==> config.mk <==
export PLATFORM = sky130hd
export DESIGN_NAME = tuv_sqrt
export DESIGN_NICKNAME = d
export VERILOG_FILES = /design/src/hdl/tuv_sqrt.sv
export SDC_FILE = /design/constraint.sdc
export NUM_CORES = 2
export LEC_CHECK = 0
export BUFFER_PORTS_ARGS = -buffer_cell sky130_fd_sc_hd__clkbuf_2
export CAP_MARGIN = 0
export CORE_UTILIZATION = 40
export DETAILED_ROUTE_END_ITERATION = 10
export GPL_TIMING_DRIVEN = 0
export MAX_ROUTING_LAYER = met4
export PLACE_DENSITY_LB_ADDON = 0.05
export SKIP_CTS_REPAIR_TIMING = 1
export SLEW_MARGIN = 20
export SYNTH_ARGS = -nofsm -noshare
export SYNTH_HDL_FRONTEND = slang
export SYNTH_SLANG_ARGS = --single-unit
==> constraint.sdc <==
create_clock -name clk_i -period 5.85 [get_ports clk_i]
set_input_delay 0.8775 -clock clk_i [delete_from_list [all_inputs] [get_ports clk_i]]
set_output_delay 0.8775 -clock clk_i [all_outputs]
set_load 0.02 [all_outputs]
==> src/hdl/tuv_sqrt.sv <==
// ----------------------------------------------------------------------------
// tuv_sqrt
// Pipelined integer square root, one result bit per stage, with side payload.
// ----------------------------------------------------------------------------
module tuv_sqrt #(
  parameter int ROOT_W = 24,
  parameter int PAY_W  = 72
) (
  input  logic                  clk_i,
  input  logic                  rst_ni,
  input  logic                  en_i,
  input  logic                  valid_i,
  input  logic [2*ROOT_W-1:0]   rad_i,
  input  logic [PAY_W-1:0]      pay_i,
  output logic                  valid_o,
  output logic [ROOT_W-1:0]     root_o,
  output logic [PAY_W-1:0]      pay_o
);
  localparam int SqW  = 2 * ROOT_W;
  localparam int RemW = ROOT_W + 2;

  logic              vld_q  [0:ROOT_W];
  logic [SqW-1:0]    rad_q  [0:ROOT_W];
  logic [RemW-1:0]   rem_q  [0:ROOT_W];
  logic [ROOT_W-1:0] root_q [0:ROOT_W];
  logic [PAY_W-1:0]  pay_q  [0:ROOT_W];

  assign vld_q[0]  = valid_i;
  assign rad_q[0]  = rad_i;
  assign rem_q[0]  = '0;
  assign root_q[0] = '0;
  assign pay_q[0]  = pay_i;

  for (genvar k = 0; k < ROOT_W; k++) begin : g_step
    logic [RemW-1:0] rem2, trial;
    logic            fit;
    assign rem2  = {rem_q[k][ROOT_W-1:0], rad_q[k][SqW-1 -: 2]};
    assign trial = {root_q[k], 2'b01};
    assign fit   = rem2 >= trial;

    always_ff @(posedge clk_i or negedge rst_ni) begin
      if (!rst_ni) begin
        vld_q[k+1] <= 1'b0;
      end else if (en_i) begin
        vld_q[k+1] <= vld_q[k];
      end
    end

    always_ff @(posedge clk_i) begin
      if (en_i) begin
        rad_q[k+1]  <= {rad_q[k][SqW-3:0], 2'b00};
        rem_q[k+1]  <= fit ? rem2 - trial : rem2;
        root_q[k+1] <= {root_q[k][ROOT_W-2:0], fit};
        pay_q[k+1]  <= pay_q[k];
      end
    end
  end

  assign valid_o = vld_q[ROOT_W];
  assign root_o  = root_q[ROOT_W];
  assign pay_o   = pay_q[ROOT_W];
endmodule

[Word level (Yosys, flattened, before mapping)]
Index checks and enable logic that the tools add are counted.
Widths: inputs -> output; s select.
Operators by class
  add/subtract/negate cells: 23
  order comparisons: 24
  muxes and demuxes: 23
Operators by type and width (count)
  $mux 24: 22
  $ge 26x10->1: 1
  $ge 26x11->1: 1
  $ge 26x12->1: 1
  $ge 26x13->1: 1
  $ge 26x14->1: 1
  $ge 26x15->1: 1
  $ge 26x16->1: 1
  $ge 26x17->1: 1
  $ge 26x18->1: 1
  $ge 26x19->1: 1
  $ge 26x20->1: 1
  $ge 26x21->1: 1
  $ge 26x22->1: 1
  $ge 26x23->1: 1
  $ge 26x24->1: 1
  $ge 26x25->1: 1
  $ge 26x3->1: 1
  $ge 26x4->1: 1
  $ge 26x5->1: 1
  $ge 26x6->1: 1
  $ge 26x7->1: 1
  $ge 26x8->1: 1
  $ge 26x9->1: 1
  25 further kinds: 25
Storage, ports and cells
  flip-flop bits (word level): 3135
  input port bits: 124
  word-level logic and storage cells: 189

[Longest topological paths before layout]
  depth in word-level cells: 2
  mapped depth: 14
  mapped depth without buffers: 12

[Worst setup path before layout]
OpenSTA, ideal clock, no wires.
  path kind: register to register
  from: reg rem_q, in the netlist g_step[20].rem2[4]
  to: reg rem_q, in the netlist g_step[21].rem2[23] (data pin)
  setup time: 0.260 ns
  arrival time: 2.866 ns
  data required time: 5.590 ns
  setup slack: 2.724 ns
  stages on the path, launching flop included: 11
  buffers on the path: 0
  clock period less this slack: 3.126 ns
  cell sequence: edfxtp_1 ha_1 a2111oi_2 o31ai_1 a221oi_1 o21bai_1 a41o_1 o41ai_2 o21ai_0 xnor2_1 mux2_2
On the way
  cells in the longest elaborated chain, start to end: 2
  elaborated cells on any way between the ends: 3
Ends and longest elaborated chain
  start, declared: RTL line 24  | logic [RemW-1:0] rem_q [0:ROOT_W];
  start signal, assigned by index: RTL line 52  | rem_q[k+1] <= fit ? rem2 - trial : rem2;
  $sub 24x22->24 or $ge 26x22->1 (tied branches): RTL line 52, 39
  $mux 24 *: RTL line 52
Mark *: on every way between the ends. The rest lies on a longest branch, timed or not.
A chain may end at the register's enable or synchronous reset.

[Worst setup path after layout]
  from: reg root_q, in the netlist g_step[20].trial[16]
  to: reg rem_q, in the netlist g_step[21].rem2[14] (data pin)
On the way
  cells in the longest elaborated chain, start to end: 2
Ends and longest elaborated chain
  start, declared: RTL line 25  | logic [ROOT_W-1:0] root_q [0:ROOT_W];
  start signal, assigned by index: RTL line 53  | root_q[k+1] <= {root_q[k][ROOT_W-2:0], fit};
  $ge 26x22->1: RTL line 39  | assign fit = rem2 >= trial;
  via g_step[20].fit: RTL line 36  | logic fit;
  $mux 24: RTL line 52
The timed path passes the listed nets, and every way through them passes these cells.

==> run summary <==
Outcome = completed
Die width = 541 um
Worst-path clk slew = 0.06 ns
Clock tree root buffer cell = clkbuf_16
Fmax = 0.208 GHz
Clock buffer depth = 4
RSZ-0062 raised after global routing = false
Synth area leaders = edfxtp_1 80%, ha_1 3.5%, xnor2_1 1.6%
Cell taking the most area after synthesis = edfxtp_1
Num ports = 221
Area growth, synth to finish = 15.4%
Antenna violations before repair = 5
Warning count from the yosys run = 0
Die height = 541 um
Final setup vio count = 0
Residual DRC = 0
Post-synth EDFFs = 3,102
Yosys top cell area share = 80.1%
Post-route ant nets = 0
Hold Slack = 0.155 ns
Top-count cell post-synth = edfxtp_1
Pins over their slew limit = 0
R2R Setup Slk = 1.05 ns
Sequential share of the synthesized area = 80.6%
Total negative slack = 0 ns
HP Class = input port to flip-flop
Period utilisation layout = 82.0%
Critical Path Source = g_step[20].trial[16]$_DFFE_PP_
Final nets = 7,666
WS Path Type = flip-flop to flip-flop
Setup crit end kind = flip-flop
Synth top cells by count = 3,102 x edfxtp_1, 393 x inv_1, 336 x nor2_1
Initial core utilization = 40.3%
Initial DRC count = 3,537
Rows = 197
Final wirelength = 186 mm
Clk_lat worst skew = 0.88 ns
Register bit total from synthesis = 3,126
Leakage = 48.7 nW
Synth Net Count = 7,062
CTS tree = done
GRT Total Usage = 12.9%
Grt ovf = 0
Worst-Margin Slew = 0.920 ns
Worst setup endpoint = g_step[21].rem2[14]$_DFFE_PP_
Via density = 4.74
CTS Buf Count = 345
Reg power frac = 51.4%
RR Endpoint = g_step[21].rem2[14]$_DFFE_PP_
Via Count = 53,800
Reg2Reg Depth = 12
Synth Area per Inst = 17.6 um^2
Largest net degree at the start of global routing = 99
Filler cell count = 24,700
Sw Share = 23.5%
Cell Area, Synth = 116,000 um^2
R2r startpoint = g_step[20].trial[16]$_DFFE_PP_
Startpoint types = flip-flop
RD Place Congestion = 0.952
Tmin final = 4.80 ns
Async S/R FF share, synth = 0.768%
Final core utilization = 46.5%
Wirelength per Cell = 16.4 um
Power density over the cells = 407 nW/um^2
Clock skew = 0.0666 ns
Int Pwr = 41.8 mW
Combinational fraction of design power = 10.5%
Share of layout cells above drive strength 1 = 12.5%
P_sw = 12.8 mW
Mapped Cells = 6,613
Final Hold Viols = 0
Max-Cap Viols = 0
Clock tree sinks = 3,126
Netlist cell types = 88
Max H-tree Level = 5
Post-DP HPWL = 121 mm
Pre-antenna DRT Iters = 8
CP Data Required Time = 6.39 ns
Vias in the first global route = 54,600
Global-route wire length before repair = 293 mm
Worst EP arrival = 5.34 ns
Buffers on Ports = 220
Most used DFF post-synth = edfxtp_1
Largest fanout on the critical path = 10
Worst vdd ir = 0.000335 V
Core area = 289,000 um^2
Relative max-transition margin = 38.1%
Clk pwr share = 38.1%
Full die area = 293,000 um^2
-- critical path: stages, from the launching register on --
cell,delay (ns)
edfxtp_1,0.38
inv_1,0.06
ha_1,0.36
and3_1,0.28
nand2_1,0.09
nor3_1,0.58
o21ai_0,0.45
a211oi_1,0.30
o21ai_0,0.16
nand3b_1,0.48
clkbuf_1,0.62
clkbuf_1,0.57
a21oi_1,0.16
-- flip-flops by register name (all words and copies together), names as in the netlist --
signal,cells
pay_q,1656
g_step.rem2,568
rad_q,506
g_step.trial,276
pay_o,72
root_o,24
vld_q,23
valid_o,1
-- how the worst min path moves through the flow --
| stage | startpoint | end | cells past startpoint |
|---|---|---|---|
| after floorplan | rad_q[764]$_DFFE_PP_ | g_step[10].rem2[0]$_DFFE_PP_ | 0 |
| after global placement | rad_q[509]$_DFFE_PP_ | rad_q[463]$_DFFE_PP_ | 0 |
| after CTS | rst_ni | vld_q[17]$_DFFE_PN0P_ | 1 |
| final | pay_i[66] | pay_q[1722]$_DFFE_PP_ | 1 |
| after detailed placement | rad_q[476]$_DFFE_PP_ | g_step[16].rem2[0]$_DFFE_PP_ | 0 |
| after global routing | pay_i[40] | pay_q[1696]$_DFFE_PP_ | 1 |
-- final cells by class --
cell class	instances	area (um^2)	area share (%)
Tap cell	3880	4850	3.62
Antenna cell	2	5.00	0.00373
Multi-Input combinational cell	2937	20200	15.0
Clock inverter	206	1970	1.47
Clock buffer	407	8950	6.67
Buffer	155	875	0.652
Inverter	395	1480	1.10
Sequential cell	3126	93700	69.9
Timing Repair Buffer	257	2110	1.57
-- metal layers --
metal	GRT usage, %	part of all wire [%]	vias to the layer above
met1	15.6	43	26100
met4	5.52	3.9	0
met3	2.30	4.4	484
met2	21.1	48	963
met5	-	0	-
li1	-	-	26300
-- kinds of logic (layout without fill, tap and decap cells) --
| group | Yosys count | count (layout) | share of synthesized area, % |
|---|---|---|---|
| flip-flops | 3126 | 3126 | 80.6 |
| adder cells (fa/ha/maj) | 325 | 325 | 3.50 |
| AO/OA/AOI/OAI | 899 | 899 | 4.83 |
| multiplexers | 77 | 77 | 0.739 |
| XOR/XNOR | 429 | 429 | 3.23 |
| other | 1 | 3 | 0.00322 |
| buffers and inverters | 550 | 1420 | 2.03 |
| AND/OR/NAND/NOR | 1206 | 1206 | 5.05 |
-- placed cells by master (no fill, tap or decap), types with 214 or more instances in the layout --
cell,n
a21oi_1,294
clkbuf_16,349
clkbuf_2,219
edfxtp_1,3102
ha_1,325
inv_1,393
nand2_1,310
nor2_1,336
o21ai_0,214
xnor2_1,217
-- power groups by stage --
stage | Combinational (mW) | Sequential (mW) | Clock (mW)
6_report | 5.71 | 28.1 | 20.8
5_1_grt | 6.39 | 28.3 | 22.5
3_5_place_dp | 5.71 | 28.6 | 0
4_1_cts | 5.75 | 28.1 | 21.7
3_3_place_gp | 5.23 | 30.9 | 0
2_1_floorplan | 3.98 | 28.1 | 0
-- stage by stage --
stage / cells / setup slack, ns / area [um^2] / power [mW]
final: 11400 / 1.05 / 134000 / 54.6
after detailed placement: 10700 / 1.26 / 123000 / 34.3
after floorplan: 6613 / 2.72 / 116000 / 32.1
after global placement: 10700 / -52.17 / 122000 / 36.1
after CTS: 11400 / 1.19 / 134000 / 55.6
after global routing: 11400 / 0.719 / 134000 / 57.1
(Power assumes the default switching activity.)
